**src/design/lkvc_pkg.sv**
```systemverilog
// Shared constants, payload types and control structs of the LRU key-value cache.
`timescale 1ns / 1ps
`default_nettype none
package lkvc_pkg;

	localparam int DEPTH       = 16;
	localparam int KEY_WIDTH   = 32;
	localparam int VALUE_WIDTH = 32;
	localparam int IDX_WIDTH   = $clog2(DEPTH);
	localparam int COUNT_WIDTH = 5;
	localparam int CAP_WIDTH   = 5;
	localparam int FUNC_WIDTH  = 2;

	localparam int APB_ADDR_WIDTH = 3;
	localparam int APB_DATA_WIDTH = 32;

	localparam logic [CAP_WIDTH-1:0] CAP_RESET = CAP_WIDTH'(16);

	localparam logic [FUNC_WIDTH-1:0] FUNC_PUT    = 2'd0;
	localparam logic [FUNC_WIDTH-1:0] FUNC_GET    = 2'd1;
	localparam logic [FUNC_WIDTH-1:0] FUNC_EXISTS = 2'd2;

	localparam logic [APB_ADDR_WIDTH-1:0] REG_CAPACITY = 3'd0;

	typedef struct packed {
		logic [FUNC_WIDTH-1:0]  func;
		logic [KEY_WIDTH-1:0]   key;
		logic [VALUE_WIDTH-1:0] value_in;
	} req_t;

	typedef struct packed {
		logic                   found;
		logic [VALUE_WIDTH-1:0] value_out;
		logic [COUNT_WIDTH-1:0] count;
	} rsp_t;

	typedef struct packed {
		logic                   found;
		logic                   get_hit;
		logic                   wr_en;
		logic [IDX_WIDTH-1:0]   rd_addr;
		logic [IDX_WIDTH-1:0]   wr_addr;
		logic [COUNT_WIDTH-1:0] count_next;
	} access_t;

endpackage
`default_nettype wire

```
**src/design/lkvc_ram.sv**
```systemverilog
// Generic single write port, single read port RAM with registered read data.
`timescale 1ns / 1ps
`default_nettype none
module lkvc_ram #(
	parameter int WIDTH = 32,
	parameter int DEPTH = 16
) (
	input  wire logic                     clk,
	input  wire logic                     wr_en,
	input  wire logic [$clog2(DEPTH)-1:0] wr_addr,
	input  wire logic [WIDTH-1:0]         wr_data,
	input  wire logic                     rd_en,
	input  wire logic [$clog2(DEPTH)-1:0] rd_addr,
	output logic      [WIDTH-1:0]         rd_data
);

	logic [WIDTH-1:0] mem_q [DEPTH];

	always_ff @(posedge clk) begin
		if (wr_en) begin
			mem_q[wr_addr] <= wr_data;
		end
		if (rd_en) begin
			rd_data <= mem_q[rd_addr];
		end
	end

endmodule
`default_nettype wire

```
**src/design/lkvc_tags.sv**
```systemverilog
// Key cells, valid bits, recency ranks and entry count with their update logic.
`timescale 1ns / 1ps
`default_nettype none
module lkvc_tags
	import lkvc_pkg::*;
(
	input  wire logic                 clk,
	input  wire logic                 arst_n,
	input  wire logic                 adv,
	input  wire req_t                 req,
	input  wire logic [CAP_WIDTH-1:0] capacity,
	output access_t                   acc
);

	logic [KEY_WIDTH-1:0]   key_q   [DEPTH];
	logic [IDX_WIDTH-1:0]   rank_q  [DEPTH];
	logic [DEPTH-1:0]       valid_q;
	logic [COUNT_WIDTH-1:0] count_q;

	logic [IDX_WIDTH-1:0]   rank_d  [DEPTH];
	logic [IDX_WIDTH-1:0]   prom_rank [DEPTH];
	logic [IDX_WIDTH-1:0]   cmp_rank  [DEPTH];
	logic [DEPTH-1:0]       valid_d;
	logic [DEPTH-1:0]       valid_ev;
	logic [DEPTH-1:0]       hit_vec;
	logic [DEPTH-1:0]       victim;
	logic [DEPTH-1:0]       ev_vec;
	logic [COUNT_WIDTH-1:0] count_d;
	logic [COUNT_WIDTH-1:0] count_ev;
	logic [COUNT_WIDTH-1:0] cap_eff;
	logic [IDX_WIDTH-1:0]   hit_idx;
	logic [IDX_WIDTH-1:0]   slot;
	logic                   slot_ok;
	logic                   hit;
	logic                   is_put;
	logic                   is_get;
	logic                   is_exists;
	logic                   need_ev;
	logic                   drop_new;
	logic                   do_ins;

	assign is_put    = (req.func == FUNC_PUT);
	assign is_get    = (req.func == FUNC_GET);
	assign is_exists = (req.func == FUNC_EXISTS);

	assign cap_eff = (capacity > COUNT_WIDTH'(DEPTH)) ? COUNT_WIDTH'(DEPTH) : capacity;

	always_comb begin
		for (int i = 0; i < DEPTH; i++) begin
			hit_vec[i] = valid_q[i] && (key_q[i] == req.key);
		end
		hit = |hit_vec;
		hit_idx = '0;
		for (int i = DEPTH - 1; i >= 0; i--) begin
			if (hit_vec[i]) begin
				hit_idx = IDX_WIDTH'(i);
			end
		end
	end

	always_comb begin
		for (int i = 0; i < DEPTH; i++) begin
			if (valid_q[i] && (rank_q[i] < rank_q[hit_idx])) begin
				prom_rank[i] = rank_q[i] + IDX_WIDTH'(1);
			end else begin
				prom_rank[i] = rank_q[i];
			end
		end
		prom_rank[hit_idx] = '0;
	end

	always_comb begin
		drop_new = !hit && (count_q >= cap_eff) && (count_q == '0);
		if (hit) begin
			need_ev = count_q > cap_eff;
		end else begin
			need_ev = (count_q >= cap_eff) && (count_q != '0);
		end
		for (int i = 0; i < DEPTH; i++) begin
			cmp_rank[i] = hit ? prom_rank[i] : rank_q[i];
			victim[i] = valid_q[i]
				&& ({{(COUNT_WIDTH-IDX_WIDTH){1'b0}}, cmp_rank[i]} == count_q - COUNT_WIDTH'(1));
		end
		ev_vec   = need_ev ? victim : '0;
		valid_ev = valid_q & ~ev_vec;
		count_ev = count_q - COUNT_WIDTH'(|ev_vec);
		slot     = '0;
		slot_ok  = 1'b0;
		for (int i = DEPTH - 1; i >= 0; i--) begin
			if (!valid_ev[i]) begin
				slot    = IDX_WIDTH'(i);
				slot_ok = 1'b1;
			end
		end
		do_ins = is_put && !hit && !drop_new && slot_ok;
	end

	always_comb begin
		valid_d = valid_q;
		count_d = count_q;
		for (int i = 0; i < DEPTH; i++) begin
			rank_d[i] = rank_q[i];
		end
		if (is_get && hit) begin
			for (int i = 0; i < DEPTH; i++) begin
				rank_d[i] = prom_rank[i];
			end
		end else if (is_put && hit) begin
			for (int i = 0; i < DEPTH; i++) begin
				rank_d[i] = prom_rank[i];
			end
			valid_d = valid_ev;
			count_d = count_ev;
		end else if (is_put && !drop_new) begin
			valid_d = valid_ev;
			count_d = count_ev;
			if (do_ins) begin
				for (int i = 0; i < DEPTH; i++) begin
					if (valid_ev[i]) begin
						rank_d[i] = rank_q[i] + IDX_WIDTH'(1);
					end
				end
				rank_d[slot]  = '0;
				valid_d[slot] = 1'b1;
				count_d       = count_ev + COUNT_WIDTH'(1);
			end
		end
	end

	always_ff @(posedge clk or negedge arst_n) begin
		if (!arst_n) begin
			valid_q <= '0;
			count_q <= '0;
		end else if (adv) begin
			valid_q <= valid_d;
			count_q <= count_d;
		end
	end

	always_ff @(posedge clk) begin
		if (adv) begin
			for (int i = 0; i < DEPTH; i++) begin
				rank_q[i] <= rank_d[i];
			end
			if (do_ins) begin
				key_q[slot] <= req.key;
			end
		end
	end

	always_comb begin
		acc.found      = (is_get || is_exists) && hit;
		acc.get_hit    = is_get && hit;
		acc.wr_en      = is_put && (hit || do_ins);
		acc.rd_addr    = hit_idx;
		acc.wr_addr    = hit ? hit_idx : slot;
		acc.count_next = count_d;
	end

endmodule
`default_nettype wire

```
**src/design/lru_key_value_cache_core.sv**
```systemverilog
// Top level of the fully associative LRU key-value cache.
//
//  channel  direction  handshake              payload
//  req      in         req_valid / req_ready  req_t: func, key, value_in
//  rsp      out        rsp_valid / rsp_ready  rsp_t: found, value_out, count
//  cfg      in         APB, pready tied high  capacity at byte address 0
//
// One item per cycle sustained while the result side does not stall.
// An item sits in the input register, then lookup, rank update and eviction
// complete combinationally into the result register and the value RAM read port.
// A stalled result holds the input register and, with an item there, drops req_ready until taken.
// Reset clears valid bits and entry count and sets capacity to 16; no clearing pass.
`timescale 1ns / 1ps
`default_nettype none
module lru_key_value_cache_core
	import lkvc_pkg::*;
(
	input  wire logic                      clk,
	input  wire logic                      arst_n,
	input  wire logic                      psel,
	input  wire logic                      penable,
	input  wire logic                      pwrite,
	input  wire logic [APB_ADDR_WIDTH-1:0] paddr,
	input  wire logic [APB_DATA_WIDTH-1:0] pwdata,
	output logic      [APB_DATA_WIDTH-1:0] prdata,
	output logic                           pready,
	input  wire logic                      req_valid,
	output logic                           req_ready,
	input  wire req_t                      req,
	output logic                           rsp_valid,
	input  wire logic                      rsp_ready,
	output rsp_t                           rsp
);

	logic [CAP_WIDTH-1:0]   capacity_q;
	logic                   valid_s1;
	req_t                   req_s1;
	logic                   rsp_valid_q;
	logic                   found_q;
	logic                   get_hit_q;
	logic [COUNT_WIDTH-1:0] count_q;
	logic [VALUE_WIDTH-1:0] rd_data;
	logic                   adv;
	access_t                acc;

	assign pready = 1'b1;

	always_ff @(posedge clk or negedge arst_n) begin
		if (!arst_n) begin
			capacity_q <= CAP_RESET;
		end else if (psel && penable && pwrite && pready && (paddr[2] == REG_CAPACITY[2])) begin
			capacity_q <= pwdata[CAP_WIDTH-1:0];
		end
	end

	always_comb begin
		prdata = '0;
		if (paddr[2] == REG_CAPACITY[2]) begin
			prdata = {{(APB_DATA_WIDTH-CAP_WIDTH){1'b0}}, capacity_q};
		end
	end

	assign adv       = valid_s1 && (!rsp_valid_q || rsp_ready);
	assign req_ready = !valid_s1 || adv;

	always_ff @(posedge clk or negedge arst_n) begin
		if (!arst_n) begin
			valid_s1 <= 1'b0;
		end else if (req_ready) begin
			valid_s1 <= req_valid;
		end
	end

	always_ff @(posedge clk) begin
		if (req_valid && req_ready) begin
			req_s1 <= req;
		end
	end

	lkvc_tags u_tags (
		.clk      (clk),
		.arst_n   (arst_n),
		.adv      (adv),
		.req      (req_s1),
		.capacity (capacity_q),
		.acc      (acc)
	);

	lkvc_ram #(
		.WIDTH (VALUE_WIDTH),
		.DEPTH (DEPTH)
	) u_values (
		.clk     (clk),
		.wr_en   (adv && acc.wr_en),
		.wr_addr (acc.wr_addr),
		.wr_data (req_s1.value_in),
		.rd_en   (adv && acc.get_hit),
		.rd_addr (acc.rd_addr),
		.rd_data (rd_data)
	);

	always_ff @(posedge clk or negedge arst_n) begin
		if (!arst_n) begin
			rsp_valid_q <= 1'b0;
		end else if (adv) begin
			rsp_valid_q <= 1'b1;
		end else if (rsp_ready) begin
			rsp_valid_q <= 1'b0;
		end
	end

	always_ff @(posedge clk) begin
		if (adv) begin
			found_q   <= acc.found;
			get_hit_q <= acc.get_hit;
			count_q   <= acc.count_next;
		end
	end

	assign rsp_valid     = rsp_valid_q;
	assign rsp.found     = found_q;
	assign rsp.value_out = get_hit_q ? rd_data : '0;
	assign rsp.count     = count_q;

endmodule
`default_nettype wire

```
**config.mk**
```make
export PLATFORM = sky130hd
export DESIGN_NAME = lru_key_value_cache_core
export DESIGN_NICKNAME = d
export VERILOG_FILES = /design/src/design/lkvc_pkg.sv /design/src/design/lkvc_ram.sv /design/src/design/lkvc_tags.sv /design/src/design/lru_key_value_cache_core.sv
export SDC_FILE = /design/constraint.sdc
export NUM_CORES = 2
export LEC_CHECK = 0
export ABC_CLOCK_PERIOD_IN_PS = 11800
export BUFFER_PORTS_ARGS = -buffer_cell sky130_fd_sc_hd__clkbuf_2
export CORE_UTILIZATION = 50
export DETAILED_ROUTE_END_ITERATION = 10
export PLACE_DENSITY_LB_ADDON = 0.25
export SKIP_LAST_GASP = 1
export SLEW_MARGIN = 20
export SYNTH_ARGS = -nofsm -noshare
export SYNTH_HDL_FRONTEND = slang
export SYNTH_SLANG_ARGS = --single-unit
```
**constraint.sdc**
```tcl
create_clock -name clk -period 11.8 [get_ports clk]
set_input_delay 2.36 -clock clk [delete_from_list [all_inputs] [get_ports clk]]
set_output_delay 2.36 -clock clk [all_outputs]
set_load 0.05 [all_outputs]
```
# [Word-level counts from Yosys, hierarchy flattened]
# Memory sizes are Yosys's and may differ from the RTL's. A register that Yosys moved wholly into a read port is not among the register bits.
# Cells that the tools add are included.
[totals] mem_count=3 wordCells=380 ram_bits=1088 latchBits=0 rom_bits=0 ff_bits=101
[mem_list] memory="u_tags.key_q" depth=16 width=32 read_ports=16 rd_clocked_by_memory_dff=0 wr=1 line_no="lkvc_tags.sv:15" rtl="logic [KEY_WIDTH-1:0] key_q [DEPTH];"
[mem_list] memory="u_values.mem_q" depth=16 width=32 read_ports=1 rd_clocked_by_memory_dff=1 wr=1 line_no="lkvc_ram.sv:17" rtl="logic [WIDTH-1:0] mem_q [DEPTH];"
[mem_list] memory="u_tags.rank_q" depth=16 width=4 read_ports=17 rd_clocked_by_memory_dff=0 wr=16 line_no="lkvc_tags.sv:16" rtl="logic [IDX_WIDTH-1:0] rank_q [DEPTH];"
[op_classes] n_div=0 n_reduce_logical=85 shift=0 n_lt_le_gt_ge=25 bitwise_logic=11 n_eq_ne=34 n_mul=0 n_addsub=19 muxes=192
[op_table] cell="two-way mux 4 bit" count=147
[op_table] cell="equality test 32 bit" count=16
[op_table] cell="two-way mux 64 bit" count=4
[op_table] cell="bitwise AND 64 bit" count=2
[op_table] cell="NOT 64 bit" count=2
[op_table] cell="equality test 4 x 5 -> 1 bit" count=16
[op_table] cell="logical AND 1 bit" count=69
[op_table] cell="adder 4 x 1 -> 4 bit (second input constant)" count=16
[op_table] cell="< comparator 4 bit" count=16
[op_table] cell="two-way mux 16 bit" count=4
[op_table] cell="demux 4 bit (select 4 bit)" count=2
[op_table] cell="two-way mux 32 bit" count=1
[op_table] cell="OR reduction 16 bit" count=2
[op_table] cell="two-way mux 5 bit" count=6
[op_table] cell="two-way mux 1 bit" count=27
[op_table] cell="bitwise AND 16 bit" count=1
[op_table] cell="NOT 16 bit" count=1
[op_table] cell="OR 16 bit" count=1
[op_table] cell="greater-or-equal comparator 5 bit (second input constant)" count=2
[op_table] cell="< comparator 5 x 1 -> 1 bit (second input constant)" count=2
[op_table] cell="NOT 4 -> 5 bit" count=2
[op_table] cell="adder 5 x 1 -> 5 bit (second input constant)" count=1
[op_table] cell="greater-or-equal comparator 5 bit" count=1
[op_table] cell="> comparator 5 bit" count=1
[op_table] cell="other kinds (16)" count=24

# [Depth between registers and ports, before layout]
# An unclocked memory read counts as a cell.
[logic_depth] word_depth=59 ltp_mapped=42 ltp_nobuf=37

# [Modules after synthesis]
# From an unflattened synthesis, not the netlist that was laid out.
[hier_totals] hier_cells=4357 hier_area_um2=59097.9
[modules_own_cells] module="lkvc_tags" cells_per_inst=3354 area_each_um2=35943.2 n_inst=1
[modules_own_cells] module="lkvc_ram" cells_per_inst=838 area_each_um2=20174.3 n_inst=1
[modules_own_cells] module="lru_key_value_cache_core" cells_per_inst=165 area_each_um2=2980.4 n_inst=1

# [Least setup slack after synthesis]
# Ideal clock, no wire load.
[synth_timing] kind="reg2reg" startpoint="register req_s1[36] (netlist name)" endpoint="memory u_tags.key_q[5][0] (enable)" setup_ns=0.505 arrival_time_ns=10.932 period_less_slack_ns=11.437 path_slack_ns=0.363 path_stages_with_launch=31 required_time_ns=11.295 path_cell_list="edfxtp_1 -> buf_2 -> buf_4 -> xnor2_1 -> nor4b_2 -> nand4_1 -> or4_1 -> nand2b_1 -> a21boi_2 -> o21bai_2 -> buf_6 -> clkbuf_1 -> clkbuf_1 -> clkbuf_1 -> mux2i_1 -> mux2i_1 -> o221ai_1 -> ha_1 -> o21a_1 -> o21ai_0 -> nand2_1 -> o21ai_1 -> mux2_1 -> o41a_1 -> nor3_1 -> a31oi_1 -> o311ai_1 -> a22oi_2 -> a31oi_2 -> o21ai_1 -> nor4_1"
[synth_between] elab_chain_cells=51
[synth_lines] element="start, declared" line_no="lru_key_value_cache_core.sv:37" rtl="req_t req_s1;"
[synth_lines] element="start signal, assigned" line_no="lru_key_value_cache_core.sv:76" rtl="req_s1 <= req;"
[synth_lines] element="branches (longest 51 deep; another with equality test 32 bit)"
[synth_lines] element="end, declared" line_no="lkvc_tags.sv:15"
# Several ways; the timed one is not identified.

# [Worst setup path in the final report]
[layout_timing] startpoint="register req_s1[48] (netlist name)" endpoint="memory u_tags.key_q[6][24] (enable)"
# Same word-level chain as after synthesis.

==> results.ini <==
[floorplan]
die_x_um=349.5
io_pins=181
core.rowCount=127
fp.dieH_um=349.5
die-area_um2=122200
start_util_pct=50.40
core_area_um2=119800

[sta]
holdWs_ns=0.4753
tns_ns=0
max_freq_mhz=90.55
setup_viol=0
tightest_slew_ns=1.230
fin_worst_skew_ns=0.07557
min_period_over_period_pct=93.59
maxSlewHeadroom_pct=17.99
maxSlewViolCount=0
fin_ws_ns=0.7569
fin_crit_ns=11.04
hold_viol=0
rsz0062_at_grt=false

[run]
drv_cap=0

[place]
gp_congestion=1.015
dp_slack_ns=1.181
dp_cells=6738
dp_hpwl_mm=118.2
port_buffers=123

[worst_setup_path]
path_buf_inv=2
cp_num_cells=28
crit_slowest_cell=edfxtp_1
r2r_cells=28
path_max_fanout=33
regToRegSetupSlack_ns=0.76
r2r-end=u_tags.key_q[6][24]$_DFFE_PP_
cp.required_ns=12.21
end_kind=flip-flop
r2r_start=req_s1[48]$_DFFE_PP_
worstSetupPathType=flip-flop to flip-flop
slowest_delay_ns=1.07
critical-path-top-delay-family=compound AO/OA/AOI/OAI gates
worst-endpoint-arrival_ns=11.46
start_kind=flip-flop

[logic_synthesis]
ys_ff_latch=1221
ys_top_cells_by_count=edfxtp_1, nand2_1, xnor2_1
synth_flop_cell=edfxtp_1
yosys.area.top_type=edfxtp_1
synthCells=5073
synthDistinctLibCells=111
ys_top_cells_by_area=edfxtp_1, xnor2_1, nand2_1
async_flop_share_pct=2.293
synth_top_area_share_pct=59.33
avgSynthCellArea_um2=11.90
synth_edf_count=1193
synth.most_common_cell=edfxtp_1
syn_area_um2=60380
yosys_warnings=0
ys_seq_area_share_pct=60.49

[finish]
drive_gt1_share_pct=11.77
multiInputGateArea_um2=22530
fill_cells=9813
syn2layout_area_growth_pct=12.23
final_cells=6965
diodes=0
regArea_um2=36530
final_nets=5444

[power_and_ir_drop]
power_mw=11.26
p_leak_nw=23.07
ir_drop_mv=0.2149
power.density_nw_per_um2=166.1

[global_routing]
grt_max_degree=196
antenna_found_initial=7
grt_pass1_wl_mm=270.1
grt_use_total_pct=30.03
grt_remaining_overflow=0
grt_pass1_vias=41270

[cts]
postCtsHoldBufs=0
clockBufferDepth=3
clock-sinks=1221
cts-buffers-inserted=132
cts.repair.resized=0
clkLatencyLatePin_ns=0.79
cts_max_level=4
tritoncts=done
cts_root_buffer=clkbuf_16
path_clk_slew_ns=0.06
post_cts_buffers=0

[run_status]
status=finished clean

[routing]
drt_iter0_markers=5520
drtPass1Iterations=6
viasPerCell=6.295
drc=0
dr_total_vias=43840
wl_mm=185.4
drt-wirelength-per-cell_um=26.62
ant_nets=0

[min_path]
hold_class=flip-flop to flip-flop
holdPathStages=1
min_from=valid_s1$_DFFE_PN0N_
min_to=rsp_valid$_DFFE_PN0P_

per-layer routing:
metal  global-route usage (%)  up-vias  part of all wire (%)
met5                        0        -                 0.025
met4                    12.64        6                   4.4
met3                    6.278      479                    10
met2                    45.77     2449                    45
met1                    41.76    21550                    41
li1                         -    19360                     -
sequential cells by signal, summed over array words and instances (netlist names):
name and flops:
capacity_q 5, count_q 5, found_q 1, get_hit_q 1
req_s1 66, rsp_valid 1, u_tags.count_q 5, u_tags.key_q 512
u_tags.rank_q 64, u_tags.valid_q 16, u_values.mem_q 512, u_values.rd_data 32
valid_s1 1
final cells by class:
cell class	instances	share of cell area [%]
Clock buffer	166	5.140
Multi-Input combinational cell	3509	33.25
Timing Repair Buffer	321	3.434
Tap cell	1612	2.976
Sequential cell	1221	53.90
Inverter	75	0.4154
Clock inverter	61	0.8844
worst register-to-register path: cells and delay by family (launching register included):
| family | cells | cell delay, ns |
|---|---|---|
| xor gates and xnor gates | 1 | 0.26 |
| AOI/OAI and AO/OA | 11 | 4.49 |
| and+or+nand+nor | 11 | 3.19 |
| muxes | 2 | 0.59 |
| buffers and inverters | 2 | 0.65 |
| adders and majority gates | 1 | 0.37 |
| DFF | 1 | 1.07 |
placed cells by master (no fill, tap or decap), types with 31 or more instances in the layout:
| master | synthesis | routed |
|---|---|---|
| edfxtp_1 | 1193 | 1193 |
| mux2i_1 | 101 | 101 |
| inv_1 | 73 | 73 |
| clkbuf_2 | 2 | 123 |
| xnor2_1 | 296 | 294 |
| a21oi_1 | 152 | 150 |
| and3_1 | 99 | 98 |
| xor2_1 | 240 | 238 |
| buf_4 | 42 | 180 |
| and2_1 | 65 | 63 |
| clkbuf_16 | 0 | 134 |
| o211ai_1 | 31 | 31 |
| nor4_1 | 133 | 131 |
| a31oi_1 | 44 | 43 |
| nor3_1 | 102 | 99 |
| a211oi_1 | 43 | 43 |
| nor2_1 | 207 | 179 |
| nor2b_1 | 39 | 38 |
| o21ai_0 | 205 | 202 |
| nand2b_1 | 98 | 98 |
| o221ai_1 | 43 | 40 |
| nand3_1 | 216 | 215 |
| ha_1 | 76 | 76 |
| nand2_1 | 678 | 678 |
| nand4_1 | 155 | 155 |
| clkbuf_1 | 163 | 31 |
logic make-up after synthesis:
group,share of synthesized area [%]
other,0.01244
AOI/OAI and AO/OA,8.746
xor gates and xnor gates,7.802
DFF,60.49
and+or+nand+nor,16.44
buffers and inverters,2.922
muxes,2.010
adders and majority gates,1.575
worst max path at each step:
stage,end,startpoint
3_5_place_dp,u_tags.key_q[12][11]$_DFFE_PP_,req_s1[41]$_DFFE_PP_
6_report,u_tags.key_q[6][24]$_DFFE_PP_,req_s1[48]$_DFFE_PP_
3_3_place_gp,u_values.mem_q[6][5]$_DFFE_PP_,req_s1[41]$_DFFE_PP_
4_1_cts,u_values.mem_q[1][25]$_DFFE_PP_,req_s1[41]$_DFFE_PP_
5_1_grt,u_tags.key_q[13][29]$_DFFE_PP_,req_s1[41]$_DFFE_PP_
2_1_floorplan,u_tags.key_q[5][0]$_DFFE_PP_,req_s1[36]$_DFFE_PP_
power breakdown:
group	total [mW]	internal (mW)	leakage [nW]	switching (mW)
combinational	2.16	0.664	10.1	1.50
sequential	5.11	4.94	11.0	0.172
clock	3.99	2.24	1.99	1.74
total	11.3	7.84	23.1	3.41
per-stage QoR:
step	util, %	cell area, um2
2_1_floorplan	-	60480
5_1_grt	56.56	67770
6_report	56.56	67770
4_1_cts	56.56	67760
3_3_place_gp	53.15	63680
3_5_place_dp	53.15	63680
Note: power is estimated with default switching activity, not from simulation.
